File: src/hw/rtl/tsp_pkg.sv
// ----------------------------------------------------------------------------
// tsp_pkg
// Shared types and constants of the tone sequence player.
// ----------------------------------------------------------------------------
package tsp_pkg;

   localparam int FREQ_W = 20;
   localparam int LEN_W  = 16;
   localparam int CMP_W  = 19;

   // request codes
   localparam logic [2:0] REQ_TICK     = 3'd0;
   localparam logic [2:0] REQ_WRITE    = 3'd1;
   localparam logic [2:0] REQ_PLAY     = 3'd2;
   localparam logic [2:0] REQ_TONE_ON  = 3'd3;
   localparam logic [2:0] REQ_TONE_OFF = 3'd4;

   localparam logic [FREQ_W-1:0] TIMER_CLOCK_HZ = 20'd1000000;
   localparam logic [FREQ_W-1:0] MIN_PERIOD     = 20'd2;

   typedef struct packed {
      logic [2:0]        req_type;
      logic [3:0]        slot;
      logic [FREQ_W-1:0] note_freq;
      logic [LEN_W-1:0]  note_length_ms;
      logic [7:0]        seq_length;
   } tsp_req_type;

   typedef struct packed {
      logic              pwm_running;
      logic [FREQ_W-1:0] reload_value;
      logic [CMP_W-1:0]  compare_value;
      logic              sequence_running;
   } tsp_rsp_type;

   typedef struct packed {
      logic              start;
      logic [FREQ_W-1:0] divisor;
   } tsp_div_req_type;

   typedef struct packed {
      logic              done;
      logic [FREQ_W-1:0] quotient;
   } tsp_div_rsp_type;

endpackage

File: src/hw/rtl/tsp_divider.sv
// ----------------------------------------------------------------------------
// tsp_divider
// Restoring divider: timer clock rate over a frequency, one quotient bit
// per cycle. done pulses one cycle with the quotient; divisor must be nonzero.
// ----------------------------------------------------------------------------
module tsp_divider (
   input  logic                      clock,
   input  logic                      reset,
   input  tsp_pkg::tsp_div_req_type  div_req,
   output tsp_pkg::tsp_div_rsp_type  div_rsp
);

   localparam int W = tsp_pkg::FREQ_W;

   logic          busy_ff, busy_in;
   logic          done_ff, done_in;
   logic [4:0]    cnt_ff, cnt_in;
   logic [W-1:0]  rem_ff, rem_in;
   logic [W-1:0]  quo_ff, quo_in;
   logic [W-1:0]  div_ff, div_in;
   logic [W:0]    trial;
   logic [W:0]    diff;

   assign trial = {rem_ff, quo_ff[W-1]};
   assign diff  = trial - {1'b0, div_ff};

   always_comb begin
      busy_in = busy_ff;
      done_in = 1'b0;
      cnt_in  = cnt_ff;
      rem_in  = rem_ff;
      quo_in  = quo_ff;
      div_in  = div_ff;
      if (busy_ff) begin
         if (!diff[W]) begin
            rem_in = diff[W-1:0];
            quo_in = {quo_ff[W-2:0], 1'b1};
         end else begin
            rem_in = trial[W-1:0];
            quo_in = {quo_ff[W-2:0], 1'b0};
         end
         cnt_in = cnt_ff + 5'd1;
         if (cnt_ff == 5'(W - 1)) begin
            busy_in = 1'b0;
            done_in = 1'b1;
         end
      end else if (div_req.start) begin
         busy_in = 1'b1;
         cnt_in  = '0;
         rem_in  = '0;
         quo_in  = tsp_pkg::TIMER_CLOCK_HZ;
         div_in  = div_req.divisor;
      end
   end

   always_ff @(posedge clock) begin
      if (reset) begin
         busy_ff <= 1'b0;
         done_ff <= 1'b0;
      end else begin
         busy_ff <= busy_in;
         done_ff <= done_in;
      end
      cnt_ff <= cnt_in;
      rem_ff <= rem_in;
      quo_ff <= quo_in;
      div_ff <= div_in;
   end

   assign div_rsp.done     = done_ff;
   assign div_rsp.quotient = quo_ff;

endmodule

File: src/hw/rtl/tone_sequence_player_core.sv
// ----------------------------------------------------------------------------
// tone_sequence_player_core
// Plays a note table as PWM reload/compare settings. Each request transfer
// yields exactly one response showing the state after the request. The block
// takes one request at a time; any request that starts a tone waits on the
// shared 20-step divider that forms 1 MHz / frequency. The note table is a
// small memory with a registered read port and needs no clearing after reset.
// ----------------------------------------------------------------------------
module tone_sequence_player_core #(
   parameter int NOTE_SLOTS = 16
) (
   input  logic                  clock,
   input  logic                  reset,
   input  logic                  req_valid,
   output logic                  req_stall,
   input  tsp_pkg::tsp_req_type  req_data,
   output logic                  rsp_valid,
   input  logic                  rsp_stall,
   output tsp_pkg::tsp_rsp_type  rsp_data
);

   localparam int FW    = tsp_pkg::FREQ_W;
   localparam int LW    = tsp_pkg::LEN_W;
   localparam int CW    = tsp_pkg::CMP_W;
   localparam int POS_W = $clog2(NOTE_SLOTS + 1);
   localparam int IDX_W = (NOTE_SLOTS > 1) ? $clog2(NOTE_SLOTS) : 1;
   localparam logic [8:0] SLOTS_9 = 9'(NOTE_SLOTS);

   localparam logic [2:0] ST_IDLE       = 3'd0;
   localparam logic [2:0] ST_DECODE     = 3'd1;
   localparam logic [2:0] ST_LEN_CHECK  = 3'd2;
   localparam logic [2:0] ST_NOTE_WAIT  = 3'd3;
   localparam logic [2:0] ST_NOTE_START = 3'd4;
   localparam logic [2:0] ST_DIVIDE     = 3'd5;
   localparam logic [2:0] ST_FINISH     = 3'd6;

   logic [2:0]          state_ff, state_in;
   tsp_pkg::tsp_req_type req_ff, req_in;
   logic [POS_W-1:0]    pos_ff, pos_in;
   logic [POS_W-1:0]    total_ff, total_in;
   logic [LW-1:0]       elapsed_ff, elapsed_in;
   logic                playing_ff, playing_in;
   logic                pwm_on_ff, pwm_on_in;
   logic [FW-1:0]       reload_ff, reload_in;
   logic [CW-1:0]       compare_ff, compare_in;
   logic                rsp_valid_ff, rsp_valid_in;
   tsp_pkg::tsp_rsp_type rsp_data_ff, rsp_data_in;

   logic [FW+LW-1:0]    note_mem [NOTE_SLOTS];
   logic [FW+LW-1:0]    rd_data_ff;
   logic                mem_we;
   logic [IDX_W-1:0]    wr_idx;
   logic [FW-1:0]       rd_freq;
   logic [LW-1:0]       rd_len;
   logic [POS_W-1:0]    next_pos;
   logic [FW-1:0]       period;

   tsp_pkg::tsp_div_req_type div_req;
   tsp_pkg::tsp_div_rsp_type div_rsp;

   tsp_divider u_divider (
      .clock   (clock),
      .reset   (reset),
      .div_req (div_req),
      .div_rsp (div_rsp)
   );

   assign rd_freq  = rd_data_ff[FW+LW-1:LW];
   assign rd_len   = rd_data_ff[LW-1:0];
   assign next_pos = pos_ff + POS_W'(1);
   assign wr_idx   = IDX_W'(req_ff.slot);
   assign period   = (div_rsp.quotient < tsp_pkg::MIN_PERIOD) ?
                     tsp_pkg::MIN_PERIOD : div_rsp.quotient;

   assign mem_we = (state_ff == ST_DECODE) && (req_ff.req_type == tsp_pkg::REQ_WRITE) &&
                   ({5'd0, req_ff.slot} < SLOTS_9);

   always_ff @(posedge clock) begin
      if (mem_we) begin
         note_mem[wr_idx] <= {req_ff.note_freq, req_ff.note_length_ms};
      end
      rd_data_ff <= note_mem[pos_ff[IDX_W-1:0]];
   end

   always_comb begin
      state_in     = state_ff;
      req_in       = req_ff;
      pos_in       = pos_ff;
      total_in     = total_ff;
      elapsed_in   = elapsed_ff;
      playing_in   = playing_ff;
      pwm_on_in    = pwm_on_ff;
      reload_in    = reload_ff;
      compare_in   = compare_ff;
      rsp_valid_in = rsp_valid_ff && rsp_stall;
      rsp_data_in  = rsp_data_ff;
      div_req.start   = 1'b0;
      div_req.divisor = req_ff.note_freq;

      case (state_ff)
         ST_IDLE: begin
            if (req_valid) begin
               req_in   = req_data;
               state_in = ST_DECODE;
            end
         end
         ST_DECODE: begin
            state_in = ST_FINISH;
            case (req_ff.req_type)
               tsp_pkg::REQ_TICK: begin
                  if (playing_ff) begin
                     if (elapsed_ff != '1) begin
                        elapsed_in = elapsed_ff + LW'(1);
                     end
                     state_in = ST_LEN_CHECK;
                  end
               end
               tsp_pkg::REQ_PLAY: begin
                  if (req_ff.seq_length == 8'd0) begin
                     playing_in = 1'b0;
                     total_in   = '0;
                     pos_in     = '0;
                     elapsed_in = '0;
                     pwm_on_in  = 1'b0;
                     compare_in = '0;
                  end else begin
                     total_in   = ({1'b0, req_ff.seq_length} < SLOTS_9) ?
                                  POS_W'(req_ff.seq_length) : POS_W'(NOTE_SLOTS);
                     pos_in     = '0;
                     playing_in = 1'b1;
                     state_in   = ST_NOTE_WAIT;
                  end
               end
               tsp_pkg::REQ_TONE_ON: begin
                  if (!playing_ff && (req_ff.note_freq != '0)) begin
                     div_req.start = 1'b1;
                     state_in      = ST_DIVIDE;
                  end
               end
               tsp_pkg::REQ_TONE_OFF: begin
                  if (!playing_ff) begin
                     pwm_on_in  = 1'b0;
                     compare_in = '0;
                  end
               end
               default: begin
                  // writes go straight to the table; unknown codes do nothing
               end
            endcase
         end
         ST_LEN_CHECK: begin
            state_in = ST_FINISH;
            if (elapsed_ff >= rd_len) begin
               if (next_pos >= total_ff) begin
                  playing_in = 1'b0;
                  total_in   = '0;
                  pos_in     = '0;
                  elapsed_in = '0;
                  pwm_on_in  = 1'b0;
                  compare_in = '0;
               end else begin
                  pos_in   = next_pos;
                  state_in = ST_NOTE_WAIT;
               end
            end
         end
         ST_NOTE_WAIT: begin
            // table read at the new position is registered here for ST_NOTE_START
            state_in = ST_NOTE_START;
         end
         ST_NOTE_START: begin
            elapsed_in = '0;
            if (rd_freq == '0) begin
               pwm_on_in  = 1'b0;
               compare_in = '0;
               state_in   = ST_FINISH;
            end else begin
               div_req.start   = 1'b1;
               div_req.divisor = rd_freq;
               state_in        = ST_DIVIDE;
            end
         end
         ST_DIVIDE: begin
            if (div_rsp.done) begin
               reload_in  = period - FW'(1);
               compare_in = period[FW-1:1];
               pwm_on_in  = 1'b1;
               state_in   = ST_FINISH;
            end
         end
         ST_FINISH: begin
            if (!rsp_valid_ff || !rsp_stall) begin
               rsp_valid_in                 = 1'b1;
               rsp_data_in.pwm_running      = pwm_on_ff;
               rsp_data_in.reload_value     = reload_ff;
               rsp_data_in.compare_value    = compare_ff;
               rsp_data_in.sequence_running = playing_ff;
               state_in                     = ST_IDLE;
            end
         end
         default: begin
            state_in = ST_IDLE;
         end
      endcase
   end

   always_ff @(posedge clock) begin
      if (reset) begin
         state_ff     <= ST_IDLE;
         pos_ff       <= '0;
         total_ff     <= '0;
         elapsed_ff   <= '0;
         playing_ff   <= 1'b0;
         pwm_on_ff    <= 1'b0;
         reload_ff    <= '0;
         compare_ff   <= '0;
         rsp_valid_ff <= 1'b0;
      end else begin
         state_ff     <= state_in;
         pos_ff       <= pos_in;
         total_ff     <= total_in;
         elapsed_ff   <= elapsed_in;
         playing_ff   <= playing_in;
         pwm_on_ff    <= pwm_on_in;
         reload_ff    <= reload_in;
         compare_ff   <= compare_in;
         rsp_valid_ff <= rsp_valid_in;
      end
      req_ff      <= req_in;
      rsp_data_ff <= rsp_data_in;
   end

   assign req_stall = (state_ff != ST_IDLE);
   assign rsp_valid = rsp_valid_ff;
   assign rsp_data  = rsp_data_ff;

endmodule

File: config.mk
export PLATFORM = sky130hd
export DESIGN_NAME = tone_sequence_player_core
export DESIGN_NICKNAME = d
export VERILOG_FILES = /design/src/hw/rtl/tsp_pkg.sv /design/src/hw/rtl/tsp_divider.sv /design/src/hw/rtl/tone_sequence_player_core.sv
export SDC_FILE = /design/constraint.sdc
export NUM_CORES = 1
export LEC_CHECK = 0
export BUFFER_PORTS_ARGS = -buffer_cell sky130_fd_sc_hd__buf_2
export CORE_ASPECT_RATIO = 1.1
export CORE_MARGIN = 8
export CORE_UTILIZATION = 45
export CTS_CLUSTER_DIAMETER = 150
export DETAILED_ROUTE_END_ITERATION = 16
export PLACE_DENSITY = 0.65
export SETUP_SLACK_MARGIN = 0.02
export SLEW_MARGIN = 40
export SYNTH_ARGS = -nofsm -noshare
export SYNTH_HDL_FRONTEND = slang
export SYNTH_SLANG_ARGS = --single-unit
File: constraint.sdc
create_clock -name clock -period 12.35 [get_ports clock]
set_input_delay 2.47 -clock clock [delete_from_list [all_inputs] [get_ports clock]]
set_output_delay 2.47 -clock clock [all_outputs]
set_load 0.01 [all_outputs]
After elaboration in Yosys (flattened, before gate mapping)
Memories as Yosys holds them, arrays and structs flattened. A register that Yosys moved wholly into a read port is not among the register bits.
Cells that the tools add are included.
{"block": "word_totals", "out_inout_bits": 43, "ram_bits": 576, "n_memories": 1, "regBits": 230, "input_bits": 55}
{"block": "classes", "order_cmp": 4, "bitwise_logic": 1, "n_addsub": 5, "muxes": 69, "n_eq_ne": 25, "n_reduce_logical": 27}
{"name": "note_mem", "words": 16, "width": 36, "rd": 1, "rd_clocked_by_memory_dff": 1, "wr": 1, "line": "tone_sequence_player_core.sv:49", "text": "logic [FW+LW-1:0] note_mem [NOTE_SLOTS];"}
{"op": "20-bit 2-to-1 mux", "n": 7}
{"op": "19-bit 2-to-1 mux", "n": 6}
{"op": "16-bit 2-to-1 mux", "n": 5}
{"op": "19-bit one-hot mux with 4 select lines", "n": 1}
{"op": "5-bit 2-to-1 mux", "n": 10}
{"op": "16-bit one-hot mux with 3 select lines", "n": 1}
{"op": "19-bit one-hot mux with 2 select lines", "n": 1}
{"op": "16-bit one-hot mux with 2 select lines", "n": 1}
{"op": "21-bit 2-to-1 mux", "n": 1}
{"op": "3-bit 2-to-1 mux", "n": 7}
{"op": "3-bit one-hot mux with 7 select lines", "n": 1}
{"op": "21-bit by 20-bit subtractor with 21-bit output", "n": 1}
{"op": "20-bit logical NOT", "n": 1}
{"op": "20-bit by 2-bit less-than comparator with 1-bit output, second input constant", "n": 1}
{"op": "5-bit one-hot mux with 2 select lines", "n": 2}
{"op": "20-bit nonzero test", "n": 1}
{"op": "20-bit by 1-bit subtractor with 20-bit output, second input constant", "n": 1}
{"op": "1-bit 2-to-1 mux", "n": 19}
{"op": "16-bit by 1-bit adder with 16-bit output, second input constant", "n": 1}
{"op": "16-bit greater-or-equal comparator", "n": 1}
{"op": "16-bit != test, second input constant", "n": 1}
{"op": "3-bit by 2-bit equality test with 1-bit output, second input constant", "n": 4}
{"op": "3-bit equality test, second input constant", "n": 4}
{"op": "3-bit != test, second input constant", "n": 4}
{"op": "27 further kinds", "n": 49}

Depth between registers and ports, before layout
Gate-level depths: netlist (run 1).
{"block": "depth", "ltp_word": 7, "ltp_mapped": 13}

By module
Synthesis (run 1) repeated with hierarchy kept, for this count alone.
{"block": "hier_totals", "hier_cells": 1832, "hier_area_um2": 33425.8}
{"mod": "tone_sequence_player_core", "seq_area_each_um2": 22201.3, "cells_each": 1524, "instances": 1, "area_per_inst_um2": 29734.8}
{"mod": "tsp_divider", "seq_area_each_um2": 1991.9, "cells_each": 308, "instances": 1, "area_per_inst_um2": 3691.0}

Least setup slack after synthesis (run 1)
Ideal clock, no wire load.
{"block": "synth_timing", "path_type": "input to register", "from": "input port rsp_stall", "to": "register rsp_data_ff (netlist bit rsp_data[0]), enable pin", "arrival_time_ns": 5.597, "stages": 2, "setup_slack_ns": 6.254, "n_path_buf": 0, "required_time_ns": 11.851, "cell_sequence": "nand2_1 > nor3b_1"}
{"block": "synth_between", "elab_chain_cells": 3}
{"element": "start, declared", "line": "tone_sequence_player_core.sv:18", "text": "input logic rsp_stall,"}
{"element": "1-bit logical NOT", "line": "tone_sequence_player_core.sv:192", "text": "if (!rsp_valid_ff || !rsp_stall) begin"}
{"element": "1-bit logical OR", "line": "tone_sequence_player_core.sv:192"}
{"element": "2-bit AND reduction (no source line)"}
{"element": "end signal, assigned", "line": "tone_sequence_player_core.sv:230", "text": "rsp_data_ff <= rsp_data_in;"}
{"element": "end, declared", "line": "tone_sequence_player_core.sv:47", "text": "tsp_pkg::tsp_rsp_type rsp_data_ff, rsp_data_in;"}
No other way between the ends.
A chain may end at the register's enable or synchronous reset.

Final worst setup path (run 1)
{"block": "layout_timing", "from": "register state_ff[2]", "to": "output port req_stall"}
{"block": "layout_between", "elab_chain_cells": 1}
{"element": "start, declared", "line": "tone_sequence_player_core.sv:37", "text": "logic [2:0] state_ff, state_in;"}
{"element": "start signal, assigned", "line": "tone_sequence_player_core.sv:219", "text": "state_ff <= state_in;"}
{"element": "3-bit nonzero test", "line": "tone_sequence_player_core.sv:233", "text": "assign req_stall = (state_ff != ST_IDLE);"}
{"element": "end, declared", "line": "tone_sequence_player_core.sv:15", "text": "output logic req_stall,"}
No other way between the ends.

==> flow_summary.yaml, run 1 <==
global_route:
  grt_pass1_vias: 17553
  gr-total-overflow: 0
  gr-usage-met2_pct: 29.6
  antenna_found_initial: 0
  use_met3_pct: 2.50
  grt_pass1_wl_mm: 109
  top_usage_layer: "met2"
  grt_util_all_layers_pct: 17.3
  grtUsageMet1_pct: 22.7
  grt_max_degree: 57
min_path:
  whs_path_depth: 0
  holdCritPathClass: "reg2reg"
finish:
  drive_gt1_share_pct: 24.9
  area_growth_pct: 13.3
  nets: 2062
  mostFrequentLayoutCell: "edfxtp_1"
  final_cell_mix: "edfxtp_1 (733), mux4_2 (180), dfxtp_1 (105)"
  fin_area_um2: 37800
  antenna_cells: 0
status:
  status: "finished clean"
routing:
  wl_per_cell_um: 24.1
  dr.first_iter.drc_count: 1555
  wl_mm: 72.0
  vias: 17057
  drc: 0
  drt_pass1_iterations: 7
  viasPerCell: 5.71
  detail-route-antenna-nets: 0
die:
  start_util_pct: 45.5
  core-area_um2: 73300
  ios: 98
  rows: 104
  die-area_um2: 83000
  fp.dieW_um: 275
  die_h_um: 301
yosys:
  synth.area.top_cells: "edfxtp_1 (66%), mux4_2 (12%), dfxtp_1 (6.5%), ha_1 (1.7%), nor2_1 (0.98%)"
  synth-xor-area-share_pct: 0.841
  synth_enable_flop_cells: 733
  synthMuxAreaShare_pct: 13.1
  yosysWarnings: 0
  ys_async_sr_fraction_pct: 0
  synth_area_um2: 33300
  ys_seq_area_share_pct: 72.6
  synth_top_family_by_area: "multiplexers"
  ys_types: 72
  syn_nets: 1936
  synth_top_area_cell: "edfxtp_1"
  synth-main-ff-cell: "edfxtp_1"
  synth-compound-area-share_pct: 4.79
  ys_ff_latch: 842
  syn_area_per_cell_um2: 18.2
  synth-simple-area-share_pct: 5.09
  netlist.area_leader.share_pct: 66.1
  synthAdderAreaFrac_pct: 1.75
  synth_cells: 1835
run:
  maxCapViolations: 0
timing:
  slew_viol_final: 0
  post-route-min-period_ps: 4320
  rsz0062_at_grt: "false"
  fin_ws_ps: 8030
  fmax_ghz: 0.231
  slew_headroom_pct: 41.7
  timing.final.crit_share_pct: 35.0
  hold_viol: 0
  setup_viol: 0
  tns_ps: 0
  tightest_slew_ps: 875
  whs_ps: 439
  finalClockSkew_ps: 24.0
pwr:
  cellLeakagePower_nw: 12.2
  ir_worst_vdd_mv: 0.131
  p_per_area_nw_per_um2: 195
worst_setup_path:
  path_cells: "or3_1 > buf_2"
  worst_r2r_path_depth: 5
  start_kind: "flop"
  cpPeakStageDelay_ps: 550
  critPathMaxFanout: 18
  end_kind: "output port"
  arrival_ps: 1850
  slowest_stage: "or3_1"
  required_ps: 9880
  path_class: "reg2out"
placement:
  io_buffers: 97
  dp_slack_ps: 8140
  hpwl_mm: 40.1
  placed_area_um2: 35000
  gp_congestion: 0.842
cts:
  root_buffer: "clkbuf_16"
  clk_path_buf_depth: 3
  numClockSinks: 842
  cts.repair.resized: 0
  clk_pin_slew_ps: 60
  cts_setup_buffers: 0
  insertion_delay_ps: 640
  hold_buffers: 0
  numCtsBuffers: 83
  cts_tree: "done"
  htree_num_levels: 3
-- cells in the mapped netlist, types with 16 or more instances --
cell type,count
mux2_2,16
nor2_1,87
ha_1,45
a21oi_1,44
inv_1,61
nand2_1,76
nand2b_1,16
nand3_1,26
clkbuf_1,58
mux4_2,180
a21o_1,17
xnor2_1,25
and2_1,20
a211oi_1,16
edfxtp_1,733
nor3_1,20
dfxtp_1,109
a31oi_1,24
o21ai_0,50
a32oi_1,18
-- worst paths after layout --
kind / startpoint / end / slack [ps]
setup / recovery: state_ff[2] / req_stall / 8030
hold / removal: reload_ff[10] / rsp_data[30] / 440
hold reg to reg: reload_ff[10] / rsp_data[30] / 440
setup reg to reg: state_ff[0] / note_mem[0][27] / 8670
-- final cells by class --
| class | instances | area (um^2) |
|---|---|---|
| clock buffer | 115 | 2360 |
| clock inverter | 41 | 347 |
| fill | 5735 | 35500 |
| inverter | 61 | 229 |
| multi-input combinational | 847 | 8680 |
| sequential | 842 | 24200 |
| tap | 954 | 1190 |
| timing repair buffer | 126 | 736 |
-- power by group --
part	total (mW)	leakage (nW)	switching (mW)	internal (mW)
registers	3.77	7.56	0.284	3.49
clock network	2.46	1.34	1.07	1.40
logic	1.12	3.30	0.700	0.418
total	7.35	12.2	2.05	5.30
-- registers in the layout, indices dropped and copies added, names as in the netlist --
register           cells
u_divider.quo_ff      20
rsp_data              41
wr_idx                 4
u_divider.div_ff      20
reload_ff             20
note_mem             576
req_ff                47
rsp_valid              1
u_divider.cnt_ff       5
elapsed_ff            16
total_ff               5
rd_data_ff            36
state_ff               3
compare_ff            19
pwm_on_ff              1
u_divider.rem_ff      20
u_divider.done_ff      1
u_divider.busy_ff      1
playing_ff             1
pos_ff                 5
-- routing by layer --
| metal | share of wire, % | vias to the layer above |
|---|---|---|
| li1 | - | 7629 |
| met1 | 42 | 8825 |
| met2 | 50 | 506 |
| met3 | 5.2 | 97 |
| met4 | 2.1 | 0 |
| met5 | 0 | - |
-- worst max-delay path, delay by kind of cell, from the launching register on --
| family | cells | cell delay, ps |
|---|---|---|
| AND/OR/NAND/NOR | 1 | 550 |
| flip-flops | 1 | 480 |
| buffers and inverters | 1 | 190 |
-- through the flow --
stage,utilization [%],power [mW],std cells
after global routing,51.5,7.65,2986
after detailed placement,47.8,4.94,2829
after global placement,47.7,4.90,2828
after CTS,51.5,7.41,2985
after floorplan,-,4.58,1835
final,51.5,7.35,2986
-- cells by family (layout without fill, tap and decap cells) --
kind of cell,after synthesis,after routing
AND/OR/NAND/NOR,326,326
flip-flops,842,842
adder cells (fa/ha/maj),46,46
multiplexers,210,210
AO/OA/AOI/OAI,233,233
buffers and inverters,146,343
XOR/XNOR,32,32
Note: power is estimated with default switching activity, not from simulation.
==> run 2: changes to the inputs <==
--- a/config.mk
+++ b/config.mk
@@ -5,6 +5,7 @@
 export SDC_FILE = /design/constraint.sdc
 export NUM_CORES = 1
 export LEC_CHECK = 0
+export ABC_AREA = 1
 export BUFFER_PORTS_ARGS = -buffer_cell sky130_fd_sc_hd__buf_2
 export CORE_ASPECT_RATIO = 1.1
 export CORE_MARGIN = 8
==> constraint.sdc (replaced) <==
create_clock -name clock -period 4.2 [get_ports clock]
set_input_delay 0.84 -clock clock [delete_from_list [all_inputs] [get_ports clock]]
set_output_delay 0.84 -clock clock [all_outputs]
set_load 0.01 [all_outputs]
==> run 2 against run 1 <==
Compared with the run above: utilization down 0.15 points; largest power group unchanged; clock-buffer cell count did not move; synthesized cell count up 57%; final cell count grew 37%; global-route usage is 1.7 points higher; clock skew grew 2.4 ps; die area increased by 5.2%; highest routed layer unchanged; first-iteration DRC count rose by 9.9%.
==> flow_summary.yaml, run 2 <==
status:
  status: "finished clean"
routing:
  detail-route-antenna-nets: 0
  drt_pass1_iterations: 5
  viasPerCell: 5.38
  dr.first_iter.drc_count: 1709
  vias: 21958
  wl_per_cell_um: 20.4
  drc: 0
  wl_mm: 83.2
cts:
  clk_path_buf_depth: 3
  root_buffer: "clkbuf_16"
  numCtsBuffers: 84
  htree_num_levels: 3
  clk_pin_slew_ps: 60
  cts.repair.resized: 0
  cts_setup_buffers: 0
  numClockSinks: 842
  insertion_delay_ps: 630
  cts_tree: "done"
  hold_buffers: 0
pwr:
  p_clk_share_pct: 34.7
  switching_share_pct: 28.6
  p_per_area_nw_per_um2: 544
  p_switching_mw: 6.17
  combPwrFrac_pct: 15.8
  p_int_mw: 15.4
  cellLeakagePower_nw: 13.9
  ir_worst_vdd_mv: 0.258
  p_seq_share_pct: 49.4
global_route:
  antenna_found_initial: 4
  grt_util_all_layers_pct: 18.9
  grt_max_degree: 149
  gr-total-overflow: 0
  grt_pass1_wl_mm: 128
  grt_pass1_vias: 22241
die:
  die_h_um: 309
  start_util_pct: 45.4
  rows: 107
  ios: 98
  core-area_um2: 77400
  die-area_um2: 87300
  fp.dieW_um: 283
yosys:
  ys_ff_latch: 842
  ys_seq_area_share_pct: 68.8
  netlist.area_leader.share_pct: 62.6
  ys_async_sr_fraction_pct: 0
  syn_area_per_cell_um2: 12.2
  synth_most_common_cell: "edfxtp_1"
  yosysWarnings: 0
  synth_common_cells: "edfxtp_1 (733), inv_1 (318), nand2_1 (305)"
  synth_cells: 2872
  synth_area_um2: 35200
  synth_enable_flop_cells: 733
  synth.area.top_cells: "edfxtp_1 (63%), dfxtp_1 (6.2%), mux2i_1 (4.1%), o21ai_0 (3.7%), inv_1 (3.4%)"
  synth-main-ff-cell: "edfxtp_1"
  ys_types: 51
  syn_nets: 2973
  synth_top_area_cell: "edfxtp_1"
finish:
  largest_reg_flops: 576
  antenna_cells: 0
  drive_gt1_share_pct: 12.4
  largest_register: "note_mem"
  fin_area_um2: 39800
  final_cell_mix: "edfxtp_1 (733), inv_1 (314), nand2_1 (304)"
  area_growth_pct: 13.1
  nets: 3073
  mostFrequentLayoutCell: "edfxtp_1"
  finalNonFillerCells: 4078
timing:
  fmax_ghz: 0.315
  setup_viol: 0
  finalClockSkew_ps: 26.5
  tightest_slew_ps: 797
  slew_viol_final: 0
  timing.final.crit_share_pct: 75.6
  tns_ps: 0
  slew_headroom_pct: 46.7
  hold_viol: 0
  rsz0062_at_grt: "false"
  post-route-min-period_ps: 3170
worst_setup_path:
  cpPeakStageDelay_ps: 700
  required_ps: 4680
  start_kind: "flop"
  end_kind: "flop"
  path_cells: "ha_1 > nand3_1 > xor2_1 > inv_1 > ha_1 > nand2_1 > inv_1 > nand4_1 > nand4_2 > nand2_1 > inv_1 > nand4_4 > nand2_2 > a21oi_2"
  critPathMaxFanout: 45
  cpMostUsedCell: "inv_1"
  path_class: "reg2reg"
  critPathTopFamily: "simple AND/OR/NAND/NOR gates"
  critPathBufInv: 3
  slowest_stage: "dfxtp_4"
  arrival_ps: 3660
placement:
  dp_cells: 3921
  hpwl_mm: 51.4
  io_buffers: 97
  placed_area_um2: 37000
  gp_congestion: 0.875
run:
  maxCapViolations: 0
min_path:
  holdCritPathClass: "in2reg"
## run 2: changes by cell type in the layout (fill, tap and decap cells not counted), moves of 19 or more
cell / previous run / this run
buf_4: 25 / 44
nand2_1: 75 / 304
a21oi_2: 0 / 25
inv_1: 60 / 314
nand3_1: 26 / 97
a31oi_1: 24 / 4
o21ai_0: 50 / 260
mux4_2: 180 / 0
nor2_1: 73 / 166
o211ai_1: 10 / 146
a21oi_1: 44 / 207
nand4_1: 7 / 29
nand2_2: 4 / 28
mux2i_1: 14 / 144
## run 2: worst paths after layout
kind | startpoint | to | slack (ps) | cells after the start
max reg2reg | pos_ff[0] | compare_ff[9] | 1030 | 14
max | pos_ff[0] | compare_ff[9] | 1030 | 14
min | req_data[29] | req_ff[29] | 390 | 1
min reg2reg | reload_ff[7] | rsp_data[27] | 430 | 0
## run 2: through the flow
step / setup WS [ps] / util [%] / power [mW] / hold WS, ps
after global placement: 804 / 47.7 / 14.2 / 414
after global routing: 736 / 51.4 / 22.6 / 358
after floorplan: 737 / - / 13.1 / 403
after detailed placement: 760 / 47.8 / 14.3 / 415
after CTS: 740 / 51.4 / 21.8 / 344
final: 1030 / 51.4 / 21.6 / 388
## run 2: layout make-up
cell class                 count  area, um^2
inverter                     325        1220
clock inverter                42         424
sequential                   842       24200
multi-input combinational   1570        9310
clock buffer                 115        2360
fill                        6659       37600
tap                         1035        1290
timing repair buffer         149         941
## run 2: layer usage
layer	share of wire, %	vias up	global-route usage, %	wire [um]
met5	0	-	0	0
met2	50	587	33.1	41700
met4	2.5	0	5.96	2040
met3	5.4	137	2.80	4450
met1	42	10791	24.1	35000
li1	-	10443	-	-
## run 2: power by group through the flow
stage	Sequential, mW	Clock [mW]	Combinational, mW
floorplan	10.6	0	2.49
CTS	10.7	7.66	3.45
global route	10.8	7.98	3.88
global placement	10.8	0	3.39
finish	10.7	7.51	3.42
detailed placement	10.9	0	3.43
## run 2: kinds of logic (layout without fill, tap and decap cells)
kind of cell / after synthesis / in the layout / share of synthesized area, %
xor gates and xnor gates: 31 / 31 / 0.772
AOI/OAI and AO/OA: 665 / 665 / 11.0
muxes: 144 / 144 / 4.10
adders and majority gates: 46 / 46 / 1.66
DFF: 842 / 842 / 68.8
buffers and inverters: 460 / 631 / 5.14
and+or+nand+nor: 684 / 684 / 8.56
## run 2: worst reg2reg max path, stage by stage, from the launching register on
cell	delay, ps
dfxtp_4	700
ha_1	290
nand3_1	100
xor2_1	230
inv_1	70
ha_1	310
nand2_1	80
inv_1	50
nand4_1	130
nand4_2	210
nand2_1	80
inv_1	100
nand4_4	400
nand2_2	220
a21oi_2	70
